--- src/rtl/core/fwta_pkg.sv ---
package fwta_pkg;

   // Window geometry
   localparam int WINDOW = 8;
   localparam int SMP_W = 12;
   localparam int OUT_CNT_W = 4;
   localparam int CNT_W = $clog2(WINDOW + 1);
   localparam int SUM_W = SMP_W + $clog2(WINDOW);
   localparam int QUO_W = SUM_W - 1;
   localparam int IDX_W = (WINDOW > 1) ? $clog2(WINDOW) : 1;
   localparam int DIV_CNT_W = (QUO_W > 1) ? $clog2(QUO_W) : 1;

   // Control and status register map
   localparam int CSR_IDX_W = 1;
   localparam logic [CSR_IDX_W-1:0] CSR_LOW_LIMIT = 1'd0;
   localparam logic [CSR_IDX_W-1:0] CSR_HIGH_LIMIT = 1'd1;

   // Limit reset values, 1/16 degree units
   localparam logic signed [SMP_W-1:0] LOW_LIMIT_RESET = -12'sd640;
   localparam logic signed [SMP_W-1:0] HIGH_LIMIT_RESET = 12'sd960;

   typedef logic signed [SMP_W-1:0] temp_type;
   typedef logic [OUT_CNT_W-1:0] out_count_type;
   typedef logic [CSR_IDX_W-1:0] csr_index_type;

   typedef enum logic [2:0] {
      ST_IDLE,
      ST_SCAN,
      ST_EVAL,
      ST_DIV,
      ST_DELIVER
   } state_type;

   // Sequencer to window control
   typedef struct packed {
      logic load;
      logic step;
   } win_ctl_type;

   // Clamp the true count to the width of the result field
   function automatic out_count_type sat_count(input logic [CNT_W-1:0] count);
      logic [CNT_W+OUT_CNT_W-1:0] wide;
      wide = (CNT_W + OUT_CNT_W)'(count);
      if (wide > (CNT_W + OUT_CNT_W)'((1 << OUT_CNT_W) - 1)) begin
         sat_count = '1;
      end else begin
         sat_count = wide[OUT_CNT_W-1:0];
      end
   endfunction

endpackage

--- src/rtl/core/fwta_if.sv ---
interface fwta_req_if;
   logic valid;
   logic ready;
   fwta_pkg::temp_type sample;

   modport source (output valid, output sample, input ready);
   modport sink (input valid, input sample, output ready);
endinterface

interface fwta_rsp_if;
   logic valid;
   logic ready;
   fwta_pkg::temp_type mean_temp;
   fwta_pkg::out_count_type valid_count;

   modport source (output valid, output mean_temp, output valid_count, input ready);
   modport sink (input valid, input mean_temp, input valid_count, output ready);
endinterface

interface fwta_csr_if;
   logic valid;
   logic ready;
   fwta_pkg::csr_index_type index;
   fwta_pkg::temp_type data;

   modport source (output valid, output index, output data, input ready);
   modport sink (input valid, input index, input data, output ready);
endinterface

--- src/rtl/core/fwta_window.sv ---
module fwta_window (
   input  logic                        clock,
   input  logic                        reset,
   input  fwta_pkg::win_ctl_type       ctl,
   input  fwta_pkg::temp_type          sample,
   input  fwta_pkg::temp_type          low_limit,
   input  fwta_pkg::temp_type          high_limit,
   output logic signed [fwta_pkg::SUM_W-1:0] sum,
   output logic [fwta_pkg::CNT_W-1:0]  count,
   output logic                        last
);
   import fwta_pkg::*;

   temp_type win_ff [WINDOW];
   temp_type win_in [WINDOW];
   logic signed [SUM_W-1:0] sum_ff, sum_in;
   logic [CNT_W-1:0] count_ff, count_in;
   logic [IDX_W-1:0] idx_ff, idx_in;
   temp_type tap;
   logic tap_ok;

   // Oldest entry sits at the tail; a scan step rotates it back to the head
   assign tap = win_ff[WINDOW-1];
   assign tap_ok = (tap != '0) && (tap > low_limit) && (tap < high_limit);
   assign last = (idx_ff == IDX_W'(WINDOW - 1));

   // Shift line: load takes the new sample, step recirculates the tail
   always_comb begin
      for (int i = 0; i < WINDOW; i++) begin
         win_in[i] = win_ff[i];
      end
      if (ctl.load || ctl.step) begin
         for (int i = 1; i < WINDOW; i++) begin
            win_in[i] = win_ff[i-1];
         end
         win_in[0] = ctl.load ? sample : tap;
      end
   end

   // Shared accumulate unit, one entry per step
   always_comb begin
      sum_in = sum_ff;
      count_in = count_ff;
      idx_in = idx_ff;
      if (ctl.load) begin
         sum_in = '0;
         count_in = '0;
         idx_in = '0;
      end else if (ctl.step) begin
         idx_in = idx_ff + IDX_W'(1);
         if (tap_ok) begin
            sum_in = sum_ff + SUM_W'(tap);
            count_in = count_ff + CNT_W'(1);
         end
      end
   end

   always_ff @(posedge clock) begin
      if (reset) begin
         for (int i = 0; i < WINDOW; i++) begin
            win_ff[i] <= '0;
         end
         idx_ff <= '0;
      end else begin
         for (int i = 0; i < WINDOW; i++) begin
            win_ff[i] <= win_in[i];
         end
         idx_ff <= idx_in;
      end
   end

   always_ff @(posedge clock) begin
      sum_ff <= sum_in;
      count_ff <= count_in;
   end

   assign sum = sum_ff;
   assign count = count_ff;

endmodule

--- src/rtl/core/fwta_div.sv ---
module fwta_div (
   input  logic                        clock,
   input  logic                        reset,
   input  logic                        start,
   input  logic [fwta_pkg::QUO_W-1:0]  dividend,
   input  logic [fwta_pkg::CNT_W-1:0]  divisor,
   output logic                        busy,
   output logic [fwta_pkg::QUO_W-1:0]  quotient
);
   import fwta_pkg::*;

   logic busy_ff, busy_in;
   logic [DIV_CNT_W-1:0] step_ff, step_in;
   logic [CNT_W-1:0] rem_ff, rem_in;
   logic [CNT_W-1:0] dsr_ff, dsr_in;
   logic [QUO_W-1:0] quo_ff, quo_in;
   logic [CNT_W:0] trial;
   logic [CNT_W:0] diff;

   // Restoring division, one quotient bit per cycle
   assign trial = {rem_ff, quo_ff[QUO_W-1]};
   assign diff = trial - {1'b0, dsr_ff};

   always_comb begin
      busy_in = busy_ff;
      step_in = step_ff;
      rem_in = rem_ff;
      dsr_in = dsr_ff;
      quo_in = quo_ff;
      if (start) begin
         busy_in = 1'b1;
         step_in = '0;
         rem_in = '0;
         dsr_in = divisor;
         quo_in = dividend;
      end else if (busy_ff) begin
         step_in = step_ff + DIV_CNT_W'(1);
         if (trial >= {1'b0, dsr_ff}) begin
            rem_in = diff[CNT_W-1:0];
            quo_in = {quo_ff[QUO_W-2:0], 1'b1};
         end else begin
            rem_in = trial[CNT_W-1:0];
            quo_in = {quo_ff[QUO_W-2:0], 1'b0};
         end
         if (step_ff == DIV_CNT_W'(QUO_W - 1)) begin
            busy_in = 1'b0;
         end
      end
   end

   always_ff @(posedge clock) begin
      if (reset) begin
         busy_ff <= 1'b0;
         step_ff <= '0;
      end else begin
         busy_ff <= busy_in;
         step_ff <= step_in;
      end
   end

   always_ff @(posedge clock) begin
      rem_ff <= rem_in;
      dsr_ff <= dsr_in;
      quo_ff <= quo_in;
   end

   assign busy = busy_ff;
   assign quotient = quo_ff;

endmodule

--- src/rtl/core/filtered_window_temperature_average.sv ---
// Channel   Role      Payload                        Transaction when
// req_ch    sink      sample                         valid && ready
// rsp_ch    source    mean_temp, valid_count         valid && ready
// csr_ch    sink      index, data (limit registers)  valid && ready, ready always high
//
// One sample passes through accept, scan, evaluate and deliver, with the serial
// divider run between evaluate and deliver when the valid sum is positive. The
// window scan uses one shared compare/add unit; the divider does one quotient bit
// per cycle. req_ch is ready only while the sequencer is idle.
// The result sits in an output register, so a new sample can be taken while rsp_ch
// is stalled; a second result waits in deliver until that register frees up.
// Synchronous reset clears the window and loads default limits.
module filtered_window_temperature_average (
   input  logic            clock,
   input  logic            reset,
   fwta_req_if.sink        req_ch,
   fwta_rsp_if.source      rsp_ch,
   fwta_csr_if.sink        csr_ch
);
   import fwta_pkg::*;

   state_type state_ff, state_in;
   temp_type low_ff, low_in;
   temp_type high_ff, high_in;
   logic rsp_valid_ff, rsp_valid_in;
   temp_type mean_ff, mean_in;
   out_count_type cnt_ff, cnt_in;

   win_ctl_type win_ctl;
   logic signed [SUM_W-1:0] win_sum;
   logic [CNT_W-1:0] win_count;
   logic win_last;
   logic div_start;
   logic div_busy;
   logic [QUO_W-1:0] div_quo;
   logic sum_pos;
   logic slot_free;
   logic out_load;

   fwta_window u_window (
      .clock      (clock),
      .reset      (reset),
      .ctl        (win_ctl),
      .sample     (req_ch.sample),
      .low_limit  (low_ff),
      .high_limit (high_ff),
      .sum        (win_sum),
      .count      (win_count),
      .last       (win_last)
   );

   fwta_div u_div (
      .clock    (clock),
      .reset    (reset),
      .start    (div_start),
      .dividend (win_sum[QUO_W-1:0]),
      .divisor  (win_count),
      .busy     (div_busy),
      .quotient (div_quo)
   );

   // Positive: sign bit clear and not zero
   assign sum_pos = !win_sum[SUM_W-1] && (win_sum != '0);
   assign slot_free = !rsp_valid_ff || rsp_ch.ready;

   // Limit registers
   assign csr_ch.ready = 1'b1;
   always_comb begin
      low_in = low_ff;
      high_in = high_ff;
      if (csr_ch.valid) begin
         if (csr_ch.index == CSR_LOW_LIMIT) begin
            low_in = csr_ch.data;
         end
         if (csr_ch.index == CSR_HIGH_LIMIT) begin
            high_in = csr_ch.data;
         end
      end
   end

   // Sequencer
   always_comb begin
      state_in = state_ff;
      win_ctl = '0;
      div_start = 1'b0;
      out_load = 1'b0;
      unique case (state_ff)
         ST_IDLE: begin
            if (req_ch.valid) begin
               win_ctl.load = 1'b1;
               state_in = ST_SCAN;
            end
         end
         ST_SCAN: begin
            win_ctl.step = 1'b1;
            if (win_last) begin
               state_in = ST_EVAL;
            end
         end
         ST_EVAL: begin
            if (sum_pos) begin
               div_start = 1'b1;
               state_in = ST_DIV;
            end else begin
               state_in = ST_DELIVER;
            end
         end
         ST_DIV: begin
            if (!div_busy) begin
               state_in = ST_DELIVER;
            end
         end
         ST_DELIVER: begin
            if (slot_free) begin
               out_load = 1'b1;
               state_in = ST_IDLE;
            end
         end
         default: begin
            state_in = ST_IDLE;
         end
      endcase
   end

   assign req_ch.ready = (state_ff == ST_IDLE);

   // Output register
   always_comb begin
      rsp_valid_in = rsp_valid_ff;
      mean_in = mean_ff;
      cnt_in = cnt_ff;
      if (out_load) begin
         rsp_valid_in = 1'b1;
         mean_in = sum_pos ? SMP_W'(div_quo) : '0;
         cnt_in = sat_count(win_count);
      end else if (rsp_ch.ready) begin
         rsp_valid_in = 1'b0;
      end
   end

   always_ff @(posedge clock) begin
      if (reset) begin
         state_ff <= ST_IDLE;
         low_ff <= LOW_LIMIT_RESET;
         high_ff <= HIGH_LIMIT_RESET;
         rsp_valid_ff <= 1'b0;
      end else begin
         state_ff <= state_in;
         low_ff <= low_in;
         high_ff <= high_in;
         rsp_valid_ff <= rsp_valid_in;
      end
   end

   always_ff @(posedge clock) begin
      mean_ff <= mean_in;
      cnt_ff <= cnt_in;
   end

   assign rsp_ch.valid = rsp_valid_ff;
   assign rsp_ch.mean_temp = mean_ff;
   assign rsp_ch.valid_count = cnt_ff;

endmodule
--- src/flat_wrapper.sv ---
// flat-port wrapper written by rule: the top's interface ports become plain ports
module filtered_window_temperature_average_flat import fwta_pkg::*;
  (clock, reset, req_ch_valid, req_ch_sample, req_ch_ready, rsp_ch_valid, rsp_ch_mean_temp, rsp_ch_valid_count, rsp_ch_ready, csr_ch_valid, csr_ch_index, csr_ch_data, csr_ch_ready);
  fwta_req_if req_ch_i ();
  fwta_rsp_if rsp_ch_i ();
  fwta_csr_if csr_ch_i ();
  input  logic clock;
  input  logic reset;
  input wire logic [$bits(req_ch_i.valid)-1:0] req_ch_valid;
  input wire logic [$bits(req_ch_i.sample)-1:0] req_ch_sample;
  output wire logic [$bits(req_ch_i.ready)-1:0] req_ch_ready;
  output wire logic [$bits(rsp_ch_i.valid)-1:0] rsp_ch_valid;
  output wire logic [$bits(rsp_ch_i.mean_temp)-1:0] rsp_ch_mean_temp;
  output wire logic [$bits(rsp_ch_i.valid_count)-1:0] rsp_ch_valid_count;
  input wire logic [$bits(rsp_ch_i.ready)-1:0] rsp_ch_ready;
  input wire logic [$bits(csr_ch_i.valid)-1:0] csr_ch_valid;
  input wire logic [$bits(csr_ch_i.index)-1:0] csr_ch_index;
  input wire logic [$bits(csr_ch_i.data)-1:0] csr_ch_data;
  output wire logic [$bits(csr_ch_i.ready)-1:0] csr_ch_ready;
  assign req_ch_i.valid = req_ch_valid;
  assign req_ch_i.sample = req_ch_sample;
  assign req_ch_ready = req_ch_i.ready;
  assign rsp_ch_valid = rsp_ch_i.valid;
  assign rsp_ch_mean_temp = rsp_ch_i.mean_temp;
  assign rsp_ch_valid_count = rsp_ch_i.valid_count;
  assign rsp_ch_i.ready = rsp_ch_ready;
  assign csr_ch_i.valid = csr_ch_valid;
  assign csr_ch_i.index = csr_ch_index;
  assign csr_ch_i.data = csr_ch_data;
  assign csr_ch_ready = csr_ch_i.ready;
  filtered_window_temperature_average u_core (.clock(clock), .reset(reset), .req_ch(req_ch_i), .rsp_ch(rsp_ch_i), .csr_ch(csr_ch_i));
endmodule
--- config.mk ---
export PLATFORM = sky130hd
export DESIGN_NAME = filtered_window_temperature_average_flat
export DESIGN_NICKNAME = d
export VERILOG_FILES = /design/src/rtl/core/fwta_pkg.sv /design/src/rtl/core/fwta_if.sv /design/src/rtl/core/fwta_window.sv /design/src/rtl/core/fwta_div.sv /design/src/rtl/core/filtered_window_temperature_average.sv /design/src/flat_wrapper.sv
export SDC_FILE = /design/constraint.sdc
export NUM_CORES = 1
export LEC_CHECK = 0
export BUFFER_PORTS_ARGS = -buffer_cell sky130_fd_sc_hd__buf_2
export CAP_MARGIN = 10
export CORE_ASPECT_RATIO = 1.25
export CORE_MARGIN = 3
export CORE_UTILIZATION = 55
export DETAILED_ROUTE_END_ITERATION = 8
export HOLD_SLACK_MARGIN = 0.05
export PLACE_DENSITY = 0.84
export SYNTH_ARGS = -nofsm -noshare
export SYNTH_HDL_FRONTEND = slang
export SYNTH_HIERARCHICAL = 1
export SYNTH_SLANG_ARGS = --single-unit
--- constraint.sdc ---
create_clock -name clock -period 2.57 [get_ports clock]
set_input_delay 0.3855 -clock clock [delete_from_list [all_inputs] [get_ports clock]]
set_output_delay 0.3855 -clock clock [all_outputs]
set_load 0.02 [all_outputs]
==> impl_summary.md, run 1 <==
Outcome
The run finished with clean final reports.

STA
Measured against its own limit, the worst slew margin works out to 0.2945. Of the available clock period, the critical path in the final layout requires 0.9772. Setup violations remaining at the end of the flow were counted as 0.

Setup repair after global routing could not meet its margin everywhere. The clock arrives with 9.339 ps of skew. The highest clock rate is 398.2 MHz. For the final routed database, the setup TNS stands at 0 ps. Final hold analysis gives a worst-case slack of 179.1 ps. The final hold violation count is 0. The worst-margin pin slew is 1056 ps.

The worst path in the final design needs a cycle of 2511 ps, including I/O delays and setup. The final max-slew violation count is 0.

Floorplanning
The floorplan die area is 0.01701 mm2. The total area inside the core boundary comes to 0.01508 mm2. The number of top-level design ports is 49.

In this run the horizontal extent of the chip is 117.3 um. The die is 145.1 um tall. The initial utilization of the core area, before any placement, comes to 0.5644. The initialized floorplan defines 50 standard-cell rows.

Power
The fraction of power spent switching nets is 0.2713. For this design the static power due to leakage is 3.885 nW. The proportion of power drawn by the clock network is 0.389. The net switching power figure is 1.813 mW.

The internal power consumption is 4.871 mW. VDD sags by at most 0.4765 mV. The part of the power in registers is 0.477. The share of total power dissipated in combinational logic is 0.134.

The total power per unit cell area is 683.4 mW/mm2. The total power draw is 6.684 mW.

Cells and area
The number of diodes added for antenna fixing is 0. The fraction of the core area covered by cells at the end of the flow is 0.6487. The area taken by flip-flops and latches is 0.004126 mm2. The multi-input combinational cells in the finished layout cover a total of 0.004103 mm2. The number of nets in the final layout is 1090. In the final layout, the share of cells above drive strength 1 is 0.1523. The count of filler cells inserted in the layout is 1177. The signed area change from the synthesized netlist to the final layout is 14.94%.

The post-layout instance area is 0.009781 mm2.

Setup path
In this run the worst path has a maximum fanout of 6. The peak per-stage delay on the critical path is 560 ps. Walking the worst path, the cells encountered are ha_1, a2111oi_0, buf_4, a21oi_1, mux2_2, a21oi_2, mux2_1. The startpoint type of the worst setup path is a flop.

Data on the critical path arrives at its endpoint at 2830 ps. For the worst setup path, the data required time is 2890 ps. Among all stages on the critical path, the largest delay is contributed by sky130_fd_sc_hd__a2111oi_0.

The category of the worst setup path capture point is a flop. The type of the worst setup path is flop to flop.

Clock tree
The clock reaches the later pin of the worst-skew pair after 430 ps. For this design, the CTS-stage hold fixing added 0 buffers. The CTS buffer count is 17. The depth of the CTS H-tree is 4. Counting every sink on the clock net gives 189. The register clock-pin slew on the reported worst setup and hold paths is 70 ps.

The number of buffers between clock root and the deepest sink is 2. The CTS tree is built. The master cell of the clock root buffer is sky130_fd_sc_hd__clkbuf_16.

Detailed routing
The number of DRC violations after detailed-routing iteration 0 is 352. The first TritonRoute pass finished after 5 iterations. The post-route antenna net violation count is 0. The final route contains 6774 vias. Dividing the detail-routed wire length by the instance count gives 14.52 um. The sum of routed wire length over all layers is 17.89 mm. In the routed layout, each cell is associated on average with a via count of 5.498.

After detailed routing, the number of remaining DRC violations is 0.

Yosys
The count of unique library cells instantiated by Yosys is 68. In the synthesized netlist the dominant register cell turns out to be sky130_fd_sc_hd__dfxtp_1. Synthesis handed over a netlist of 960 instances. The flop and latch count out of synthesis is 189.

Counting flops with an async set or reset pin after synthesis yields a share of 0. Counting flops with a built-in enable in the synthesized netlist gives 34. The cell area after synthesis is 0.008509 mm2. The synthesized net count is 1038. The sequential share of the synthesized area is 0.4846. A synthesized cell averages 8.864 um2. The number of warnings reported in the yosys synthesis log is 6.

Global routing
The aggregate global-route resource usage is 0.2135. The number of global-route vias before repair was 6256. The number of antenna violations at the first check in global routing came to 0. The first global-routing pass estimated 28.97 mm of wire. Summed over all layers, the global routing overflow is 0.

The pin count of the biggest net entering global routing is 85.

Min path
The min-delay analysis places its worst path in the category input port to flop.

Place
The congestion estimate from routability-driven global placement came to 0.8913. The standard cell area after detailed placement is 0.009115 mm2. The HPWL reported at the end of detailed placement is 12.01 mm.

The number of buffers added on ports is 47.

Flow run
Across the run, the number of max-cap violations was 0.
==> state kept, by name, indices dropped and copies added, names as in the netlist, 3 cells and up <==
name	flops
u_core/u_div/dsr_ff	4
u_core/u_window/sum	15
u_core/u_window/win_ff	96
u_core/high_ff	12
u_core/low_ff	12
u_core/u_div/rem_ff	4
u_core/u_div/step_ff	4
u_core/u_window/idx_ff	3
u_core/rsp_ch.mean_temp	12
u_core/state_ff	3
u_core/rsp_ch.valid_count	4
u_core/u_div/quotient	14
u_core/u_window/count	4
==> synthesized netlist by cell type, types with 2 or more instances <==
cell | n | area share
sky130_fd_sc_hd__nand2_1 | 235 | 0.10
sky130_fd_sc_hd__dfxtp_1 | 155 | 0.36
sky130_fd_sc_hd__a21oi_1 | 136 | 0.080
sky130_fd_sc_hd__nor2_1 | 57 | 0.025
sky130_fd_sc_hd__ha_1 | 46 | 0.068
sky130_fd_sc_hd__clkbuf_1 | 43 | 0.019
sky130_fd_sc_hd__inv_1 | 38 | 0.017
sky130_fd_sc_hd__edfxtp_1 | 34 | 0.12
sky130_fd_sc_hd__mux2i_1 | 27 | 0.032
sky130_fd_sc_hd__mux2_2 | 15 | 0.020
sky130_fd_sc_hd__nor3_1 | 15 | 0.0088
sky130_fd_sc_hd__and2_1 | 14 | 0.010
sky130_fd_sc_hd__o21ai_0 | 10 | 0.0059
sky130_fd_sc_hd__nand3b_1 | 9 | 0.0079
sky130_fd_sc_hd__o21a_1 | 8 | 0.0071
sky130_fd_sc_hd__xor2_1 | 8 | 0.0082
sky130_fd_sc_hd__xnor2_1 | 7 | 0.0072
sky130_fd_sc_hd__nand4_1 | 6 | 0.0044
sky130_fd_sc_hd__nor2b_1 | 6 | 0.0044
sky130_fd_sc_hd__a21o_1 | 5 | 0.0044
sky130_fd_sc_hd__buf_1 | 5 | 0.0022
sky130_fd_sc_hd__nand2b_1 | 5 | 0.0037
sky130_fd_sc_hd__nand3_1 | 5 | 0.0029
sky130_fd_sc_hd__buf_2 | 4 | 0.0024
sky130_fd_sc_hd__o21bai_1 | 4 | 0.0035
sky130_fd_sc_hd__or3_1 | 4 | 0.0029
sky130_fd_sc_hd__a2111oi_0 | 3 | 0.0031
sky130_fd_sc_hd__nor3b_1 | 3 | 0.0026
sky130_fd_sc_hd__nor4_1 | 3 | 0.0022
sky130_fd_sc_hd__nor4_2 | 3 | 0.0044
sky130_fd_sc_hd__a2111oi_2 | 2 | 0.0035
sky130_fd_sc_hd__a211oi_1 | 2 | 0.0018
sky130_fd_sc_hd__a311oi_1 | 2 | 0.0021
sky130_fd_sc_hd__and3_1 | 2 | 0.0015
sky130_fd_sc_hd__buf_4 | 2 | 0.0018
sky130_fd_sc_hd__fa_1 | 2 | 0.0047
sky130_fd_sc_hd__nor4b_1 | 2 | 0.0021
sky130_fd_sc_hd__o31ai_2 | 2 | 0.0029
sky130_fd_sc_hd__or3b_1 | 2 | 0.0021
==> what timing repair did <==
item                                   CTS  global route
gates resized for setup                  0            10
endpoints found under the hold margin    0             0
setup endpoints to repair                0            16
setup buffers                            0             3
==> logic make-up (layout without fill, tap and decap cells) <==
kind of cell	after synthesis	after routing	share of synthesized area
DFF	189	189	0.4846
buffers and inverters	92	155	0.04205
other	1	1	0.0004407
AOI/OAI and AO/OA	194	195	0.1369
adders and majority gates	48	48	0.07234
and+or+nand+nor	378	378	0.1953
xor gates and xnor gates	15	15	0.01544
muxes	43	43	0.05293
==> layout make-up <==
class	instances	share of cell area
clock buffer	20	0.04784
clock inverter	11	0.01241
inverter	38	0.01458
multi-input combinational	680	0.4195
sequential	189	0.4219
tap	208	0.02661
timing repair buffer	86	0.05718
==> routing by layer <==
layer,routed length [um],global-route usage,vias up
met1,7379,0.2560,3214
met2,9270,0.3661,152
li1,-,-,3365
met5,0,0,-
met3,716,0.04839,43
met4,521,0.07917,0
==> per-stage QoR <==
| step | setup WS (ps) | instances |
|---|---|---|
| 6_report | 58.67 | 1232 |
| 5_1_grt | -119.2 | 1232 |
| 4_1_cts | 22.76 | 1228 |
| 3_5_place_dp | 51.79 | 1197 |
| 3_3_place_gp | 114.1 | 1197 |
| 2_1_floorplan | 75.55 | 960 |
==> cells in the final DEF, fill, tap and decap left out, types with 3 or more instances in the layout <==
| cell | instances |
|---|---|
| sky130_fd_sc_hd__nor4_1 | 3 |
| sky130_fd_sc_hd__inv_8 | 3 |
| sky130_fd_sc_hd__buf_2 | 46 |
| sky130_fd_sc_hd__a2111oi_0 | 3 |
| sky130_fd_sc_hd__inv_6 | 4 |
| sky130_fd_sc_hd__a21o_1 | 5 |
| sky130_fd_sc_hd__nand2b_1 | 5 |
| sky130_fd_sc_hd__nand3_1 | 5 |
| sky130_fd_sc_hd__o21bai_1 | 4 |
| sky130_fd_sc_hd__nand3b_1 | 9 |
| sky130_fd_sc_hd__o21a_1 | 8 |
| sky130_fd_sc_hd__mux2i_1 | 27 |
| sky130_fd_sc_hd__edfxtp_1 | 34 |
| sky130_fd_sc_hd__or3_1 | 4 |
| sky130_fd_sc_hd__nor2b_1 | 6 |
| sky130_fd_sc_hd__clkbuf_16 | 18 |
| sky130_fd_sc_hd__xor2_1 | 8 |
| sky130_fd_sc_hd__and2_1 | 13 |
| sky130_fd_sc_hd__dfxtp_1 | 153 |
| sky130_fd_sc_hd__nand4_1 | 6 |
| sky130_fd_sc_hd__nor4_2 | 3 |
| sky130_fd_sc_hd__xnor2_1 | 7 |
| sky130_fd_sc_hd__a21oi_1 | 135 |
| sky130_fd_sc_hd__mux2_2 | 15 |
| sky130_fd_sc_hd__ha_1 | 45 |
| sky130_fd_sc_hd__inv_1 | 38 |
| sky130_fd_sc_hd__nand2_1 | 235 |
| sky130_fd_sc_hd__buf_4 | 37 |
| sky130_fd_sc_hd__nor3b_1 | 3 |
| sky130_fd_sc_hd__nor2_1 | 56 |
| sky130_fd_sc_hd__o21ai_0 | 9 |
| sky130_fd_sc_hd__nor3_1 | 13 |
==> critical path: cells and delay by family, from the launching register on <==
kind / cells / cell delay (ps)
adders and majority gates: 1 / 340
AOI/OAI and AO/OA: 3 / 740
muxes: 2 / 600
DFF: 1 / 500
buffers and inverters: 1 / 220
==> power groups by stage <==
stage	Clock [mW]	Combinational [mW]	Sequential (mW)
2_1_floorplan	0	0.662	3.24
3_3_place_gp	0	0.864	3.25
3_5_place_dp	0	0.882	3.25
5_1_grt	2.77	0.997	3.20
4_1_cts	2.65	0.892	3.19
6_report	2.60	0.897	3.19
==> worst paths after layout <==
path                                                end                     startpoint  depth (start not counted)  slack, ps
worst max register to register  u_core/u_window/sum[14]  u_core/u_window/win_ff[1][45]                          7         60
worst max-delay path            u_core/u_window/sum[14]  u_core/u_window/win_ff[1][45]                          7         60
worst min-delay path                  u_core/high_ff[6]                 csr_ch_data[6]                          3        180
worst min register to register   u_core/u_div/rem_ff[3]         u_core/u_div/rem_ff[3]                          2        450
No activity file was read; power rests on OpenSTA's default activity.
==> run 2, diff against run 1 <==
--- a/config.mk
+++ b/config.mk
@@ -7,12 +7,14 @@
 export LEC_CHECK = 0
 export BUFFER_PORTS_ARGS = -buffer_cell sky130_fd_sc_hd__buf_2
 export CAP_MARGIN = 10
+export CELL_PAD_IN_SITES_DETAIL_PLACEMENT = 1
+export CELL_PAD_IN_SITES_GLOBAL_PLACEMENT = 2
 export CORE_ASPECT_RATIO = 1.25
 export CORE_MARGIN = 3
-export CORE_UTILIZATION = 55
+export CORE_UTILIZATION = 34
 export DETAILED_ROUTE_END_ITERATION = 8
 export HOLD_SLACK_MARGIN = 0.05
-export PLACE_DENSITY = 0.84
+export PLACE_DENSITY = 0.83
 export SYNTH_ARGS = -nofsm -noshare
 export SYNTH_HDL_FRONTEND = slang
 export SYNTH_HIERARCHICAL = 1
==> run 2 against run 1 <==
Combinational power up 8.0%. Sequential share of layout area down 1.2 points. Flip-flop and latch count unchanged. Clock power about the same. Cell count up 10%. First-iteration DRC count down 12%. Clock-buffer cell count down 3. Critical path type unchanged.
==> impl_summary.md, run 2 (synthesized netlist as in run 1, its figures left out) <==
Flow run
The total of max-cap violations is 0 (unchanged).

Global routing
The number of antenna violations at the first check in global routing is 0 (unchanged). The aggregate global-route resource usage is 0.1600 (-0.05351). The total congestion overflow after global routing is 0 (unchanged). The first-pass GRT wire length is 35.09 mm (+21%).

The number of global-route vias before repair is 7027 (+12%). The pin count of the biggest net entering global routing is 58 (-32%).

STA
The relative slew slack is 0.4469 (+0.1525). The highest clock rate came to 393.0 MHz (-1.3%). The clock tree skew after final layout came to 10.39 ps (+1.050 ps).

The setup total negative slack was 0 ps (unchanged). The setup-violating endpoint count in the final report came to 0 (unchanged). The final max-slew violation count is 0 (unchanged).

The worst-margin pin slew is 827.7 ps (-228.1 ps). The final hold violation count is 0 (unchanged). The share of the cycle needed by the critical path after routing is 0.9901 (+0.01288). The post-layout minimum cycle time is 2544 ps (+33.11 ps).

Power
The total power draw is 6.786 mW (+1.5%). The leakage power total is 3.930 nW (+1.2%). The total power per unit cell area is 672.8 mW/mm2 (-1.6%).

The worst voltage drop across the vdd grid is 0.4271 mV (-10%).

Floorplanning
The overall die height was 182.9 um (+26%). The number of top-level design ports was 49 (unchanged). The floorplan row count was 64 (+28%). The horizontal die dimension is 147.5 um (+26%). The initial cell density of the core is 0.3461 (-0.2183).

The area of the placeable core was 0.02458 mm2 (+63%). The floorplan die area is 0.02697 mm2 (+59%).

Setup path
Walking the worst path, the cells encountered are ha_4, and4b_1, a2111oi_4, nor3b_2, a211oi_2, o31ai_4, or3b_1, a21oi_2. The worst endpoint required time is 2940 ps (+50 ps). The kind of cell adding the most delay to the critical path is compound AO/OA/AOI/OAI gates.

The cell with the biggest individual delay on the critical path is sky130_fd_sc_hd__or3b_1. The buffers plus inverters on the worst setup path was 0 (-1). The peak per-stage delay on the critical path is 440 ps (-120 ps). The worst setup path is launched from a flop.

The type of the worst setup path is flop to flop. STA classifies the critical path endpoint as a flop. The maximum fanout encountered on the critical timing path is 6 (unchanged). The worst endpoint data arrival time is 2910 ps (+80 ps).

Cells and area
Compared with the post-synthesis result, the final layout area differs by 18.53%. The number of nets in the final layout was 1096 (+0.55%). In the layout the commonest cells are sky130_fd_sc_hd__nand2_1 (235), sky130_fd_sc_hd__dfxtp_1 (146), sky130_fd_sc_hd__a21oi_1 (133). The number of diodes added for antenna fixing is 0 (unchanged). The final standard cell count with taps included and fillers excluded is 1361 (+10%). The commonest non-fill, non-tap cell in the layout is sky130_fd_sc_hd__nand2_1. The fraction of layout instances using a drive strength above 1 is 0.1765 (+0.02418).

The number of flip-flops under the largest register name is 96 (unchanged). More flip-flops sit in one register than any other, and that register is u_core/u_window/win_ff. The fraction of the core area covered by cells at the end of the flow came to 0.4103 (-0.2384).

Detailed routing
The number of DRC violations after detailed-routing iteration 0 is 310 (-12%). The post-detailed-route via-to-cell ratio came to 4.988 (-9.3%). The sum of routed wire length over all layers is 21.57 mm (+21%). The routed length per instance was 15.84 um (+9.1%).

The number of detailed-route iterations in the first pass is 4 (-1). The post-route antenna net violation count is 0 (unchanged). The post-detailed-route DRC marker count was 0 (unchanged). The total vias in the final route is 6789 (+0.22%).

Clock tree
The tree is rooted in a sky130_fd_sc_hd__clkbuf_16. The clock latency on the worst-skew pair is 430 ps (about the same). The depth of the CTS H-tree is 4 (unchanged). The clock sink total is 189 (unchanged). The register clock-pin slew on the reported worst setup and hold paths came to 80 ps (about the same).

The number of buffers between clock root and the deepest sink is 2 (unchanged). The CTS buffer count is 17 (unchanged). The CTS tree is built.

Min path
The path category of the worst min-delay check is input port to flop.

Place
The routability congestion estimate from global placement is 0.8009 (-10%). The HPWL reported at the end of detailed placement is 14.80 mm (+23%). The number of buffers added on ports is 47 (unchanged).

The number of placed instances, taps included is 1325 (+11%).

Outcome
The flow ran to the end, and the final reports show no timing, DRC or antenna violations.
==> run 2: cell count changes in the layout (fill, tap and decap cells not counted), sizes merged <==
cell and change:
inv +1, clkinvlp +1, clkbuf -3, clkinv +2, buf +6
==> run 2: what timing repair did <==
item,in CTS,in global routing
hold buffers,0,0
endpoints found under the setup margin,3,16
gates resized for setup,3,29
setup buffers,1,2
pin swaps,1,9
cloned,1,1
==> run 2: final timing paths <==
check	from	end	slack (ps)	cells past startpoint
setup / recovery	u_core/u_window/win_ff[1][38]	u_core/u_window/sum[12]	30	8
hold / removal	req_ch_sample[3]	u_core/u_window/win_ff[0][3]	180	3
setup reg to reg	u_core/u_window/win_ff[1][38]	u_core/u_window/sum[12]	30	8
hold reg to reg	u_core/u_window/win_ff[1][0]	u_core/u_window/win_ff[1][0]	450	2
==> run 2: cell type report <==
class	instances	area [um2]
clock buffer	17	425.4
clock inverter	15	162.7
fill	2922	14500
inverter	38	142.6
multi-input combinational	680	4177
sequential	189	4135
tap	330	412.9
timing repair buffer	92	630.6
==> run 2: power by group <==
group	switching [mW]	internal (mW)
logic	0.625	0.343
clock network	1.28	1.35
registers	0.0730	3.12
total	1.98	4.81
==> run 2: metrics by stage <==
stage	hold WS (ps)	setup WS (ps)	instance area [um2]
2_1_floorplan	425.6	75.55	8509
3_5_place_dp	443.7	-100.5	9338
3_3_place_gp	439.3	-70.05	9338
6_report	181.6	25.55	10090
5_1_grt	172.0	-93.93	10090
4_1_cts	159.8	5.335	9953
==> run 2: layer usage <==
metal | up-vias | routed length, um | track usage
met5 | - | 0 | 0
met4 | 0 | 338 | 0.04886
met3 | 20 | 537 | 0.02867
met2 | 70 | 11400 | 0.2981
met1 | 3320 | 9294 | 0.1859
li1 | 3379 | - | -
==> run 2: tightest hold or removal path, stage by stage <==
cell	delay [ps]
sky130_fd_sc_hd__buf_2	70
sky130_fd_sc_hd__a21oi_1	50
sky130_fd_sc_hd__nor2_1	70
==> run 3, diff against run 2 <==
--- a/config.mk
+++ b/config.mk
@@ -11,10 +11,11 @@
 export CELL_PAD_IN_SITES_GLOBAL_PLACEMENT = 2
 export CORE_ASPECT_RATIO = 1.25
 export CORE_MARGIN = 3
-export CORE_UTILIZATION = 34
+export CORE_UTILIZATION = 36
+export CTS_BUF_LIST = sky130_fd_sc_hd__clkbuf_4
 export DETAILED_ROUTE_END_ITERATION = 8
 export HOLD_SLACK_MARGIN = 0.05
-export PLACE_DENSITY = 0.83
+export PLACE_DENSITY = 0.87
 export SYNTH_ARGS = -nofsm -noshare
 export SYNTH_HDL_FRONTEND = slang
 export SYNTH_HIERARCHICAL = 1
==> run 3 against run 2 <==
Global-route usage rose by 1.3 points. Highest routed layer unchanged. First-iteration DRC count fell by 3.9%. Power fell by 14%. Maximum frequency rose by 3.2%. Combinational power rose by 2.3%. Sequential power barely moved. Worst hold slack got worse by 78 ps. Wire length fell by 1.4%. Critical path depth rose by 2.
==> impl_summary.md, run 3 (synthesized netlist as in run 1, its figures left out) <==
Global routing
The pin count of the biggest net entering global routing came to 56 (-3.4%). The global-route track usage on met1 is 0.2083 (+0.02239). The first-pass GRT wire length is 35.49 mm (+1.1%). The total congestion overflow after global routing is 0 (unchanged). The number of global-route vias before repair came to 7039 (+0.17%).

The met2 usage in global routing is 0.3108 (+0.01272). The aggregate global-route resource usage is 0.1735 (+0.01349). The met3 global-route usage is 0.03154 (+0.002866). The busiest metal layer after global routing is met2. The number of antenna violations at the first check in global routing is 1 (+1).

Floorplanning
The initial cell density of the core is 0.3681 (+0.02196). The overall die height is 177.9 um (-2.7%). The area of the placeable core is 0.02312 mm2 (-6.0%). The horizontal die dimension is 143.5 um (-2.7%).

The floorplan die area is 0.02553 mm2 (-5.4%). The number of top-level design ports is 49 (unchanged). The floorplan row count is 62 (-3.1%).

Setup path
The worst endpoint required time was 3100 ps (+160 ps). STA classifies the critical path endpoint as a flop. The worst endpoint data arrival time came to 2990 ps (+80 ps). The startpoint type of the worst setup path is a flop. The startpoint identified for the worst register-to-register timing path is u_core/low_ff[1]. Tracing the worst setup path back leads to its startpoint at u_core/low_ff[1]. The critical path is of the flop to flop type. The maximum fanout encountered on the critical timing path is 7 (+1).

Place
The number of buffers added on ports is 47 (unchanged). The routability congestion estimate from global placement is 0.8235 (+2.8%). The number of placed instances, taps included is 1285 (-3.0%). The HPWL reported at the end of detailed placement was 14.80 mm (about the same).

Detailed routing
The post-route antenna net violation count is 0 (unchanged). The routed length per instance came to 15.80 um (-0.26%). The number of DRC violations after detailed-routing iteration 0 was 298 (-3.9%).

The post-detailed-route via-to-cell ratio is 5.100 (+2.2%). The number of detailed-route iterations in the first pass is 4 (unchanged). The total vias in the final route was 6864 (+1.1%). The sum of routed wire length over all layers was 21.27 mm (-1.4%). The post-detailed-route DRC marker count is 0 (unchanged).

Clock tree
The number of buffers between clock root and the deepest sink is 2 (unchanged). The depth of the CTS H-tree is 4 (unchanged). The CTS buffer count came to 17 (unchanged). The master cell of the clock root buffer is sky130_fd_sc_hd__clkbuf_4.

The clock sink total came to 189 (unchanged). The CTS tree is built. The clock latency on the worst-skew pair is 600 ps (+170 ps).

The register clock-pin slew on the reported worst setup and hold paths came to 160 ps (+80 ps).

STA
The final hold violation count is 0 (unchanged). The clock tree skew after final layout is 22.63 ps (+12.25 ps). The setup-violating endpoint count in the final report came to 0 (unchanged). The worst-margin pin slew is 772.7 ps (-55.00 ps). The highest clock rate is 405.5 MHz (+3.2%). The relative slew slack is 0.4837 (+0.03675). The final max-slew violation count is 0 (unchanged). The share of the cycle needed by the critical path after routing is 0.9596 (-0.03046). The setup total negative slack is 0 ps (unchanged).

The post-layout minimum cycle time came to 2466 ps (-78.28 ps).

Power
The leakage power total is 3.913 nW (-0.44%). The total power per unit cell area is 584.9 mW/mm2 (-13%). The worst voltage drop across the vdd grid is 0.3579 mV (-16%).

Cells and area
The library cell used most frequently in the layout, excluding fill and tap cells, is sky130_fd_sc_hd__nand2_1. The number of flip-flops under the largest register name is 96 (unchanged). The signed area change from the synthesized netlist to the final layout is 17.28%.

The fraction of layout instances using a drive strength above 1 came to 0.1731 (-0.003396). The final standard cell count with taps included and fillers excluded is 1346 (-1.1%). u_core/u_window/win_ff holds more flip-flops than any other register.

In the layout the commonest cells are sky130_fd_sc_hd__nand2_1 (235), sky130_fd_sc_hd__dfxtp_1 (147), sky130_fd_sc_hd__a21oi_1 (133). The number of nets in the final layout is 1122 (+2.4%).

Min path
The tightest min-delay check is of the input port to flop type. The worst hold path begins at req_ch_valid.

Outcome
The run finished with clean final reports.

Flow run
The total of max-cap violations is 0 (unchanged).
## run 3: cell types whose count changed in the layout (fill, tap and decap cells not counted), sizes merged
| cell | change |
|---|---|
| inv | -2 |
| buf | +2 |
| diode | +1 |
| clkinvlp | -1 |
| clkinv | +3 |
| dlygate4sd3 | +24 |
## run 3: metrics by stage
step	power [mW]	util	area [um2]	setup WS, ps	hold slack (ps)
after global routing	6.149	0.4317	9980	-37.26	78.71
after floorplan	3.901	-	8509	75.55	425.6
after CTS	5.921	0.4265	9859	16.01	55.01
final	5.837	0.4317	9980	103.8	103.5
after global placement	4.201	0.4023	9300	91.18	438.1
after detailed placement	4.218	0.4023	9300	5.814	441.5
## run 3: report_power, final
group	total [mW]	internal [mW]	leakage, nW	switching [mW]
combinational	0.991	0.361	2.19	0.630
sequential	3.19	3.12	1.57	0.0730
clock	1.65	0.520	0.155	1.13
total	5.84	4.00	3.91	1.84
## run 3: area by class of cell
class | instances | area (um2)
Multi-Input combinational cell | 680 | 4164
Antenna cell | 1 | 2.502
Timing Repair Buffer | 118 | 889.6
Tap cell | 288 | 360.3
Clock buffer | 17 | 127.6
Clock inverter | 15 | 158.9
Inverter | 38 | 142.6
Fill cell | 2736 | 13140
Sequential cell | 189 | 4134
## run 3: critical path: stages, from the launching register on
cell and delay (ps):
sky130_fd_sc_hd__dfxtp_2 370, sky130_fd_sc_hd__inv_1 70, sky130_fd_sc_hd__ha_4 240, sky130_fd_sc_hd__and4b_1 190
sky130_fd_sc_hd__a2111oi_4 380, sky130_fd_sc_hd__nor3b_2 100, sky130_fd_sc_hd__a211oi_2 330, sky130_fd_sc_hd__o31ai_4 210
sky130_fd_sc_hd__buf_6 180, sky130_fd_sc_hd__or2_0 190, sky130_fd_sc_hd__a21oi_1 130
## run 3: worst paths after layout
path                                  to  cells after the start  slack [ps]
hold / removal        u_core/state_ff[0]                      3         100
setup / recovery  u_core/u_window/sum[1]                     10         100
setup reg to reg  u_core/u_window/sum[1]                     10         100
hold reg to reg   u_core/u_div/rem_ff[3]                      2         460
## run 3: repair_timing
item | CTS | global route
pin swaps | 1 | 11
setup endpoints to repair | 1 | 19
hold endpoints to repair | 35 | 0
cloned | 1 | 1
buffers inserted | 2 | 0
hold buffers | 24 | 0
resized for setup | 1 | 29
## run 3: per-layer routing
| layer | wire, um | share of wire |
|---|---|---|
| met1 | 9380 | 0.44 |
| met2 | 11050 | 0.52 |
| met3 | 397 | 0.019 |
| met4 | 446 | 0.021 |
| met5 | 0 | 0 |
